`src/hw/rtl/aled_pkg.sv`:
```
`timescale 1ns / 1ps

package aled_pkg;

    localparam int LED_COUNT_DEF      = 64;
    localparam int PREAMBLE_BYTES_DEF = 120;

    localparam int PRE_W   = 8;
    localparam int COLOR_W = 24;

    localparam logic [1:0] FUNC_SET   = 2'd0;
    localparam logic [1:0] FUNC_START = 2'd1;
    localparam logic [1:0] FUNC_TICK  = 2'd2;

    localparam logic [1:0] REG_BRIGHTNESS = 2'd0;
    localparam logic [1:0] REG_ZERO_SYM   = 2'd1;
    localparam logic [1:0] REG_ONE_SYM    = 2'd2;

    localparam logic [6:0] BRIGHTNESS_RST = 7'd100;
    localparam logic [7:0] ZERO_SYM_RST   = 8'd192;
    localparam logic [7:0] ONE_SYM_RST    = 8'd248;
    localparam logic [7:0] PREAMBLE_BYTE  = 8'h00;

    // floor(x / 100) == (x * SCALE_RECIP) >> SCALE_SHIFT for x < 43690
    localparam logic [14:0] SCALE_RECIP = 15'd20972;
    localparam int          SCALE_SHIFT = 21;

    localparam logic [4:0] BIT_LAST = 5'd23;

    typedef enum logic [1:0] {
        ST_IDLE,
        ST_SCALE,
        ST_WRITE,
        ST_EMIT
    } ctl_state_t;

    typedef struct packed {
        logic capture;
        logic scale;
        logic store;
        logic start;
        logic fetch;
        logic emit;
    } dp_cmd_t;

    typedef struct packed {
        logic frame_active;
        logic idx_ok;
        logic out_free;
    } dp_status_t;

endpackage

```
`src/hw/rtl/addressable_led_spi_encoder_core.sv`:
```
`timescale 1ns / 1ps

// Addressable LED SPI encoder. Request kinds on s_tuser: 0 stores one LED color
// scaled by the brightness percentage (index at or beyond LED_COUNT dropped),
// 1 starts a frame, 2 asks for the next frame byte on the m_ stream. A frame is
// PREAMBLE_BYTES zero bytes and then green, red, blue of each LED, MSB first,
// one symbol byte per color bit; m_tlast marks the final byte. Set-color and
// start requests during a frame, ticks while idle, and kind 3 are dropped.
// A set-color request goes through two multiplier stages for the brightness
// scaling, then the color store write; a start request is handled without
// leaving the idle state; a tick does a color store read, then an output
// register load, which waits while the output register is still held by the
// sink. The color store is an on-chip memory with one valid flop per LED, so
// it reads as dark right after reset with no clearing pass. Registers on the
// cfg port: 0 brightness percent, 1 zero symbol, 2 one symbol.
module addressable_led_spi_encoder_core #(
    parameter int LED_COUNT      = aled_pkg::LED_COUNT_DEF,
    parameter int PREAMBLE_BYTES = aled_pkg::PREAMBLE_BYTES_DEF
) (
    input  logic        aclk,
    input  logic        aresetn,
    input  logic        s_tvalid,
    output logic        s_tready,
    input  logic [31:0] s_tdata,    // led_index, red_in, green_in, blue_in
    input  logic [1:0]  s_tuser,    // func
    output logic        m_tvalid,
    input  logic        m_tready,
    output logic [7:0]  m_tdata,    // spi_byte
    output logic        m_tlast,    // frame_last
    input  logic        cfg_valid,
    output logic        cfg_ready,
    input  logic [1:0]  cfg_index,
    input  logic [7:0]  cfg_data
);
    import aled_pkg::*;

    dp_cmd_t    cmd;
    dp_status_t status;

    aled_ctrl u_ctrl (
        .aclk     (aclk),
        .aresetn  (aresetn),
        .s_tvalid (s_tvalid),
        .s_tready (s_tready),
        .s_tuser  (s_tuser),
        .status   (status),
        .cmd      (cmd)
    );

    aled_dp #(
        .LED_COUNT      (LED_COUNT),
        .PREAMBLE_BYTES (PREAMBLE_BYTES)
    ) u_dp (
        .aclk      (aclk),
        .aresetn   (aresetn),
        .s_tdata   (s_tdata),
        .cfg_valid (cfg_valid),
        .cfg_ready (cfg_ready),
        .cfg_index (cfg_index),
        .cfg_data  (cfg_data),
        .m_tvalid  (m_tvalid),
        .m_tready  (m_tready),
        .m_tdata   (m_tdata),
        .m_tlast   (m_tlast),
        .cmd       (cmd),
        .status    (status)
    );

endmodule

```
`src/hw/rtl/aled_ctrl.sv`:
```
`timescale 1ns / 1ps

module aled_ctrl (
    input  logic                aclk,
    input  logic                aresetn,
    input  logic                s_tvalid,
    output logic                s_tready,
    input  logic [1:0]          s_tuser,    // func
    input  aled_pkg::dp_status_t status,
    output aled_pkg::dp_cmd_t    cmd
);
    import aled_pkg::*;

    ctl_state_t state_reg;
    ctl_state_t state_next;
    logic       accept;

    assign accept = s_tvalid && s_tready;

    always_ff @(posedge aclk) begin
        if (!aresetn) begin
            state_reg <= ST_IDLE;
        end else begin
            state_reg <= state_next;
        end
    end

    always_comb begin
        state_next = state_reg;
        case (state_reg)
            ST_IDLE: begin
                if (s_tvalid) begin
                    case (s_tuser)
                        FUNC_SET: begin
                            if (!status.frame_active && status.idx_ok) begin
                                state_next = ST_SCALE;
                            end
                        end
                        FUNC_TICK: begin
                            if (status.frame_active) begin
                                state_next = ST_EMIT;
                            end
                        end
                        default: state_next = ST_IDLE;
                    endcase
                end
            end
            ST_SCALE: state_next = ST_WRITE;
            ST_WRITE: state_next = ST_IDLE;
            ST_EMIT: begin
                if (status.out_free) begin
                    state_next = ST_IDLE;
                end
            end
            default: state_next = ST_IDLE;
        endcase
    end

    always_comb begin
        cmd      = '0;
        s_tready = 1'b0;
        case (state_reg)
            ST_IDLE: begin
                s_tready = 1'b1;
                if (accept) begin
                    case (s_tuser)
                        FUNC_SET:   cmd.capture = !status.frame_active && status.idx_ok;
                        FUNC_START: cmd.start   = !status.frame_active;
                        FUNC_TICK:  cmd.fetch   = status.frame_active;
                        default:    cmd         = '0;
                    endcase
                end
            end
            ST_SCALE: cmd.scale = 1'b1;
            ST_WRITE: cmd.store = 1'b1;
            ST_EMIT:  cmd.emit  = status.out_free;
            default:  cmd       = '0;
        endcase
    end

    a_emit_needs_room: assert property (@(posedge aclk) disable iff (!aresetn)
        cmd.emit |-> status.out_free)
        else $error("emit while output register is full");

    a_emit_in_frame: assert property (@(posedge aclk) disable iff (!aresetn)
        (state_reg == ST_EMIT) |-> status.frame_active)
        else $error("byte pending outside a frame");

    a_scale_then_write: assert property (@(posedge aclk) disable iff (!aresetn)
        (state_reg == ST_SCALE) |=> (state_reg == ST_WRITE))
        else $error("scaling not followed by store write");

endmodule

```
`src/hw/rtl/aled_dp.sv`:
```
`timescale 1ns / 1ps

module aled_dp #(
    parameter int LED_COUNT      = aled_pkg::LED_COUNT_DEF,
    parameter int PREAMBLE_BYTES = aled_pkg::PREAMBLE_BYTES_DEF
) (
    input  logic                 aclk,
    input  logic                 aresetn,
    input  logic [31:0]          s_tdata,   // led_index, red_in, green_in, blue_in
    input  logic                 cfg_valid,
    output logic                 cfg_ready,
    input  logic [1:0]           cfg_index,
    input  logic [7:0]           cfg_data,
    output logic                 m_tvalid,
    input  logic                 m_tready,
    output logic [7:0]           m_tdata,   // spi_byte
    output logic                 m_tlast,   // frame_last
    input  aled_pkg::dp_cmd_t    cmd,
    output aled_pkg::dp_status_t status
);
    import aled_pkg::*;

    localparam int LED_W = (LED_COUNT > 1) ? $clog2(LED_COUNT) : 1;
    localparam logic [LED_W-1:0] LED_LAST = LED_W'(LED_COUNT - 1);
    localparam logic [PRE_W-1:0] PRE_LAST = PRE_W'(PREAMBLE_BYTES - 1);
    localparam logic             HAS_PRE  = (PREAMBLE_BYTES != 0);

    logic [6:0] bright_reg;
    logic [7:0] zero_sym_reg;
    logic [7:0] one_sym_reg;

    logic [COLOR_W-1:0] mem [LED_COUNT];
    logic [LED_COUNT-1:0] valid_reg;
    logic [COLOR_W-1:0] rd_color_reg;
    logic               rd_valid_reg;

    logic [LED_W-1:0]  idx_reg;
    logic [14:0]       prod1_reg [3];
    logic [29:0]       prod2_reg [3];
    logic [7:0]        scaled [3];
    logic [8:0]        quot [3];

    logic              active_reg;
    logic              in_pre_reg;
    logic [PRE_W-1:0]  pre_cnt_reg;
    logic [LED_W-1:0]  led_cnt_reg;
    logic [4:0]        bit_cnt_reg;

    logic [7:0] out_data_reg;
    logic       out_last_reg;
    logic       out_valid_reg;

    logic [7:0] comp_in [3];
    logic [4:0] bit_sel;
    logic [COLOR_W-1:0] color;
    logic       pos_last;
    logic [7:0] byte_next;

    assign cfg_ready = 1'b1;

    always_ff @(posedge aclk) begin
        if (!aresetn) begin
            bright_reg   <= BRIGHTNESS_RST;
            zero_sym_reg <= ZERO_SYM_RST;
            one_sym_reg  <= ONE_SYM_RST;
        end else if (cfg_valid) begin
            case (cfg_index)
                REG_BRIGHTNESS: bright_reg   <= cfg_data[6:0];
                REG_ZERO_SYM:   zero_sym_reg <= cfg_data;
                REG_ONE_SYM:    one_sym_reg  <= cfg_data;
                default:        bright_reg   <= bright_reg;
            endcase
        end
    end

    assign status.idx_ok       = {1'b0, s_tdata[7:0]} < 9'(LED_COUNT);
    assign status.frame_active = active_reg;
    assign status.out_free     = !out_valid_reg || m_tready;

    // red, green, blue lanes
    assign comp_in[0] = s_tdata[15:8];
    assign comp_in[1] = s_tdata[23:16];
    assign comp_in[2] = s_tdata[31:24];

    always_ff @(posedge aclk) begin
        if (cmd.capture) begin
            idx_reg <= s_tdata[LED_W-1:0];
        end
    end

    for (genvar l = 0; l < 3; l++) begin : g_lane
        always_ff @(posedge aclk) begin
            if (cmd.capture) begin
                prod1_reg[l] <= 15'(comp_in[l]) * 15'(bright_reg);
            end
            if (cmd.scale) begin
                prod2_reg[l] <= 30'(prod1_reg[l]) * 30'(SCALE_RECIP);
            end
        end
        assign quot[l]   = prod2_reg[l][SCALE_SHIFT+8:SCALE_SHIFT];
        assign scaled[l] = quot[l][8] ? 8'hFF : quot[l][7:0];
    end

    always_ff @(posedge aclk) begin
        if (cmd.store) begin
            mem[idx_reg] <= {scaled[1], scaled[0], scaled[2]};
        end
        if (cmd.fetch) begin
            rd_color_reg <= mem[led_cnt_reg];
        end
    end

    always_ff @(posedge aclk) begin
        if (!aresetn) begin
            valid_reg    <= '0;
            rd_valid_reg <= 1'b0;
        end else begin
            if (cmd.store) begin
                valid_reg[idx_reg] <= 1'b1;
            end
            if (cmd.fetch) begin
                rd_valid_reg <= valid_reg[led_cnt_reg];
            end
        end
    end

    assign color     = rd_valid_reg ? rd_color_reg : '0;
    assign bit_sel   = BIT_LAST - bit_cnt_reg;
    assign pos_last  = !in_pre_reg && (led_cnt_reg == LED_LAST) && (bit_cnt_reg == BIT_LAST);
    assign byte_next = in_pre_reg ? PREAMBLE_BYTE :
                       (color[bit_sel] ? one_sym_reg : zero_sym_reg);

    always_ff @(posedge aclk) begin
        if (!aresetn) begin
            active_reg  <= 1'b0;
            in_pre_reg  <= 1'b0;
            pre_cnt_reg <= '0;
            led_cnt_reg <= '0;
            bit_cnt_reg <= '0;
        end else if (cmd.start) begin
            active_reg  <= 1'b1;
            in_pre_reg  <= HAS_PRE;
            pre_cnt_reg <= '0;
            led_cnt_reg <= '0;
            bit_cnt_reg <= '0;
        end else if (cmd.emit) begin
            if (pos_last) begin
                active_reg  <= 1'b0;
                led_cnt_reg <= '0;
                bit_cnt_reg <= '0;
            end else if (in_pre_reg) begin
                pre_cnt_reg <= pre_cnt_reg + 1'b1;
                if (pre_cnt_reg == PRE_LAST) begin
                    in_pre_reg <= 1'b0;
                end
            end else if (bit_cnt_reg == BIT_LAST) begin
                bit_cnt_reg <= '0;
                led_cnt_reg <= led_cnt_reg + 1'b1;
            end else begin
                bit_cnt_reg <= bit_cnt_reg + 1'b1;
            end
        end
    end

    always_ff @(posedge aclk) begin
        if (cmd.emit) begin
            out_data_reg <= byte_next;
            out_last_reg <= pos_last;
        end
    end

    always_ff @(posedge aclk) begin
        if (!aresetn) begin
            out_valid_reg <= 1'b0;
        end else if (cmd.emit) begin
            out_valid_reg <= 1'b1;
        end else if (m_tready) begin
            out_valid_reg <= 1'b0;
        end
    end

    assign m_tvalid = out_valid_reg;
    assign m_tdata  = out_data_reg;
    assign m_tlast  = out_last_reg;

    a_last_ends_frame: assert property (@(posedge aclk) disable iff (!aresetn)
        (cmd.emit && pos_last) |=> !active_reg)
        else $error("frame still active after final byte");

    a_start_clears: assert property (@(posedge aclk) disable iff (!aresetn)
        cmd.start |=> (active_reg && led_cnt_reg == '0 && bit_cnt_reg == '0))
        else $error("frame start left stale position");

    a_idle_position: assert property (@(posedge aclk) disable iff (!aresetn)
        !active_reg |-> (led_cnt_reg == '0 && bit_cnt_reg == '0))
        else $error("position not cleared while idle");

endmodule
```
`config.mk`:
```
export PLATFORM = sky130hd
export DESIGN_NAME = addressable_led_spi_encoder_core
export DESIGN_NICKNAME = d
export VERILOG_FILES = /design/src/hw/rtl/aled_pkg.sv /design/src/hw/rtl/addressable_led_spi_encoder_core.sv /design/src/hw/rtl/aled_ctrl.sv /design/src/hw/rtl/aled_dp.sv
export SDC_FILE = /design/constraint.sdc
export NUM_CORES = 2
export LEC_CHECK = 0
export BUFFER_PORTS_ARGS = -buffer_cell sky130_fd_sc_hd__buf_2
export CAP_MARGIN = 20
export CELL_PAD_IN_SITES_DETAIL_PLACEMENT = 2
export CELL_PAD_IN_SITES_GLOBAL_PLACEMENT = 2
export CORE_AREA = 2 2 557 337
export CTS_CLUSTER_DIAMETER = 50
export DETAILED_ROUTE_END_ITERATION = 10
export DIE_AREA = 0 0 559 339
export PLACE_DENSITY = 0.86
export SLEW_MARGIN = 20
export SYNTH_ARGS = -nofsm -noshare
export SYNTH_HDL_FRONTEND = slang
export SYNTH_SLANG_ARGS = --single-unit
```
`constraint.sdc`:
```
create_clock -name aclk -period 4.8 [get_ports aclk]
set_input_delay 1.2 -clock aclk [delete_from_list [all_inputs] [get_ports aclk]]
set_output_delay 1.2 -clock aclk [all_outputs]
set_load 0.01 [all_outputs]
```
# ---- After elaboration in Yosys (flattened, before gate mapping)
# Memory sizes are Yosys's and may differ from the RTL's. A register that Yosys moved wholly into a read port is not among the register bits.
# Index checks and enable logic that the tools add are counted.
dict set report totals {
  reg_bits 127
  ramBits 1665
  input_bits 49
  out_inout_bits 12
  word_cells 127
  mem_count 3
}
dict set report op_classes {
  addsub 4
  multipliers 6
  magnitude_cmp 5
  eq_ne 16
  mux 49
  n_bitwise 3
  reduce_logical 26
}
# memory depth width rd rd_clocked_by_memory_dff write_ports line_no
set mem_list {}
lappend mem_list {u_dp.mem 64 24 1 1 1 aled_dp.sv:32} ;# logic [COLOR_W-1:0] mem [LED_COUNT];
lappend mem_list {u_dp.prod2_reg 3 28 3 0 3 aled_dp.sv:39} ;# logic [29:0] prod2_reg [3];
lappend mem_list {u_dp.prod1_reg 3 15 3 0 3 aled_dp.sv:38} ;# logic [14:0] prod1_reg [3];
# cell n
set ops {}
lappend ops {{multiplier 15 x 13 -> 28 bit (second input constant)} 3}
lappend ops {{bitwise OR 64 bit} 1}
lappend ops {{multiplier 8 x 7 -> 15 bit} 3}
lappend ops {{two-way mux 8 bit} 4}
lappend ops {{two-way mux 1 bit} 24}
lappend ops {{two-way mux 24 bit} 1}
lappend ops {{two-way mux 6 bit} 4}
lappend ops {{two-way mux 5 bit} 3}
lappend ops {{less-than comparator 6 x 7 -> 1 bit (second input constant)} 2}
lappend ops {{AND reduction 2 bit} 6}
lappend ops {{two-way mux 2 bit} 5}
lappend ops {{adder 8 x 1 -> 8 bit (second input constant)} 1}
lappend ops {{== test 2 bit (second input constant)} 4}
lappend ops {{== test 8 x 7 -> 1 bit (second input constant)} 1}
lappend ops {{less-than comparator 8 x 7 -> 1 bit (second input constant)} 1}
lappend ops {{one-hot mux 2 bit (4 select lines)} 1}
lappend ops {{nonzero test 2 bit} 4}
lappend ops {{adder 6 x 1 -> 6 bit (second input constant)} 1}
lappend ops {{binary-select mux 1 bit (select 6 bit)} 1}
lappend ops {{demux 1 bit (select 6 bit)} 1}
lappend ops {{== test 2 x 1 -> 1 bit (second input constant)} 3}
lappend ops {{== test 6 bit (second input constant)} 1}
lappend ops {{greater-or-equal comparator 6 x 1 -> 1 bit (second input constant)} 1}
lappend ops {{zero test 2 bit} 3}
lappend ops {{17 further kinds} 30}

# ---- Logic depth before layout (Yosys ltp)
dict set report depth {
  depth_word 7
  ltp_mapped 17
}

# ---- Hierarchy
# From an unflattened synthesis, not the netlist that was laid out.
dict set report hier_totals {
  hier_cells 4511
  hier_area_um2 82330.2
}
# mod n_inst cells_each area_per_inst_um2
set modules_own_cells {}
lappend modules_own_cells {aled_dp 1 4490 82182.6}
lappend modules_own_cells {aled_ctrl 1 21 147.6}

# ---- Worst setup path before layout
# Ideal clock, no wire load.
dict set report synth_timing {
  kind {input port to flip-flop}
  startpoint {input port s_tdata[21]}
  endpoint {memory u_dp.prod1_reg[1][13], in the netlist u_dp.prod1_reg[0][28] (data pin)}
  setup_ns 0.266
  arrival_time_ns 4.649
  setup_slack_ns -0.115
  stages 14
  path_buffers 0
  path_cell_list {and2_1 > fa_1 > inv_1 > fa_1 > inv_1 > fa_1 > inv_1 > fa_1 > inv_1 > ha_1 > o41ai_1 > o21ai_0 > o41ai_1 > xnor2_1}
}
# item line_no
set synth_rtl {}
lappend synth_rtl {{from (decl)} addressable_led_spi_encoder_core.sv:24} ;# input logic [31:0] s_tdata,
lappend synth_rtl {{to (decl)} aled_dp.sv:38}

==> run summary <==
Share of the yosys chip area belonging to registers = 0.6259
Clock skew = 0.1060 ns
Top Ports = 61
Area Overhead vs Synth = 18.45%
CTS max path bufs = 4
Die footprint = 189500 um^2
Metal2 WL = 174500 um
Total gr overflow = 0
Post-route DRC = 0
CTS tree = done
PortBufs = 59
Sink Count = 1759
Post-synthesis cell count = 4596
Vias post-DR = 54.99k
Initial antenna violation count = 42
Maximum vdd drop = 0.0003153 V
YS warnings = 0
Crit path DAT = 6.63 ns
Peak Freq = 0.1675 GHz
Max incr delay on CP = 0.81 ns
Worst Setup End Kind = register
Worst path slowest cell = fa_1
Post-synth top area cell = edfxtp_1
GP Congestion = 0.8483
Max Used Layer = met5
GRT Total Usage = 0.3598
Critical-path cell list = buf_6 > fa_2 > ha_4 > inv_2 > fa_1 > inv_2 > fa_1 > inv_2 > fa_2 > inv_2 > ha_4 > and3_4 > nand4_1 > nor4_4 > buf_4 > nor3_4 > buf_6 > o21ai_4 > a21oi_2 > xnor2_2
Critical path buffer and inverter count = 7
CTS root buf = clkbuf_16
Dominant synthesized flop cell = edfxtp_1
Rel. slew slack = 0.08407
Worst EP required = 5.46 ns
Post-place setup slack = -0.8142 ns
Hpwl dp = 192400 um
Cell count after placement = 7325
First-pass GRT wire length = 472400 um
Mapped Area = 82600 um^2
Final ANT Viol Nets = 0
Vias in the first global route = 55.67k
Routed wire length = 391700 um
Worst-Margin Slew = 1.366 ns
Final Max Tran Viols = 0
Met1 WL = 129700 um
Syn Area/Cell = 17.97 um^2
Top cells by area, synth = edfxtp_1 60%, mux4_2 14%, fa_1 7.1%
Minimum clock period = 5.969 ns
Final nets = 5898
Total power draw = 0.04060 W
Row cnt = 122
Worst skew pair latency = 0.91 ns
Largest net degree at the start of global routing = 74
Hold Buf Count CTS = 0
Max reg flops = 1536
Failing checks = negative setup slack
Die H = 339 um
Setup ws final = -1.169 ns
Leak = 33.91 nW
Final setup TNS = -21.68 ns
Design area = 97840 um^2
Power Density = 415.0 nW/um^2
Post-DP Area = 88820 um^2
# setup viols final = 37
Wirelength per Cell = 50.33 um
Count of final hold-check violations = 0
H-tree Lvls = 4
Worst-path fanout max = 3
CP delay by family, top = adder cells
EDFF count, synth = 1647
Share of cells above drive strength 1 = 0.3302
Yosys reg bits = 1759
Most used cell, CP = inv_2
Unique masters post-synth = 62
Status = finished, violations left
Yosys top cell area share = 0.5988
Syn nets = 5342
Critical path type = reg2reg
Iter 0 DRT Violations = 9295
Total CTS buffers = 181
Starting density of the core = 0.4490
Core ar. = 183900 um^2
Worst hold path type = reg2reg
Critical path launch point type = register
Max Cap Viol = 0
Fin cells = 7782
DRT Pass-1 Iters = 6
Fillcell total = 15.84k
Worst-path clk slew = 0.07 ns
Fin crit share = 1.243
RSZ-0062 raised after global routing = true
Vias/cell = 7.066
Async SR Flop Fraction = 0
WL met3 = 50690 um
Die X = 559 um
cell families (layout without fill, tap and decap cells):
group           count (synthesis)  after routing  share of synthesized area
other cells                     1             13                 0.00004540
xor+xnor                       73             73                   0.007741
buf+inv                       664           1358                    0.03183
mux                           556            556                     0.1452
simple gates                  565            565                    0.03401
compound gates                281            281                    0.02290
fa+ha+maj                     697            697                     0.1323
flops                        1759           1759                     0.6259
routing by layer:
layer	GRT usage	up-vias
li1	-	18620
met1	0.4501	28690
met2	0.5769	5608
met3	0.08809	2032
met4	0.1989	34
met5	0.009500	-
what timing repair did:
item	4_1_cts	5_1_grt
setup buffers	58	59
resized for setup	218	239
pin swaps	112	136
endpoints found under the setup margin	32	36
power breakdown:
part	internal [W]	leakage, nW	switching (W)
clock	0.00799	2.79	0.00755
combinational	0.00326	15.7	0.00492
sequential	0.0168	15.5	0.0000501
worst register-to-register path: cells and delay by family, from the launching register on:
| kind | cells | cell delay, ns |
|---|---|---|
| buffers and inverters | 7 | 0.84 |
| flip-flops | 1 | 0.51 |
| adder cells (fa/ha/maj) | 6 | 3.14 |
| AO/OA/AOI/OAI | 2 | 0.37 |
| AND/OR/NAND/NOR | 4 | 0.62 |
| XOR/XNOR | 1 | 0.29 |
layout make-up:
type	count	area, um^2	share of cell area
antenna	12	30.03	0.0003069
clock buffer	228	4818	0.04925
clock inverter	93	908.4	0.009284
inverter	490	1859	0.01900
multi-input combinational	2173	30640	0.3132
sequential	1759	51730	0.5288
tap	2480	3103	0.03172
timing repair buffer	547	4742	0.04847
synthesized netlist by cell type, types with 13 or more instances:
library cell and number:
buf_1 20, nand3_1 31, buf_2 37, fa_1 294
buf_4 16, edfxtp_1 1647, nand4_1 13, nand2_1 144
nor3_1 13, nor2b_1 29, o21a_1 76, dfxtp_1 112
nor2_1 143, o21ai_0 35, or2_2 28, mux2i_1 34
a21o_1 23, a31oi_1 15, mux4_2 513, a211oi_1 15
a21oi_1 58, ha_1 403, and2_1 106, xor2_1 21
clkbuf_1 97, xnor2_1 52, inv_1 489
worst paths after layout:
| check | start | endpoint | slack [ns] | cells after the start |
|---|---|---|---|---|
| worst max-delay path | u_dp.prod1_reg[0][13] | u_dp.prod2_reg[0][22] | -1.17 | 20 |
| worst min-delay path | u_dp.valid_reg[30] | u_dp.valid_reg[30] | 0.48 | 1 |
| worst max register to register | u_dp.prod1_reg[0][13] | u_dp.prod2_reg[0][22] | -1.17 | 20 |
| worst min register to register | u_dp.valid_reg[30] | u_dp.valid_reg[30] | 0.48 | 1 |
stage by stage:
stage	hold WS (ns)	util
after floorplan	0.4352	-
after detailed placement	0.4537	0.4829
final	0.4821	0.5319
after global placement	0.4414	0.4820
after CTS	0.4676	0.5221
after global routing	0.5037	0.5318
layout by cell type, fill, tap and decap left out, drive strengths merged, types with 8 or more instances in the layout:
cell / n
mux2i: 34
xor2: 21
or3: 12
bufinv: 15
inv: 504
clkbuf: 228
and2: 106
and3: 11
edfxtp: 1647
a211oi: 15
nand2: 144
mux2: 9
clkinv: 57
xnor2: 52
nand3b: 8
o21a: 76
fa: 294
ha: 403
mux4: 513
nor2b: 29
nor2: 143
dfxtp: 112
nand4: 13
nand3: 31
diode: 12
o21ai: 35
buf: 547
a31oi: 15
nor3: 13
a21oi: 58
or2: 28
a21o: 23
o21bai: 8
o211ai: 10
Note: power is estimated with default switching activity, not from simulation.
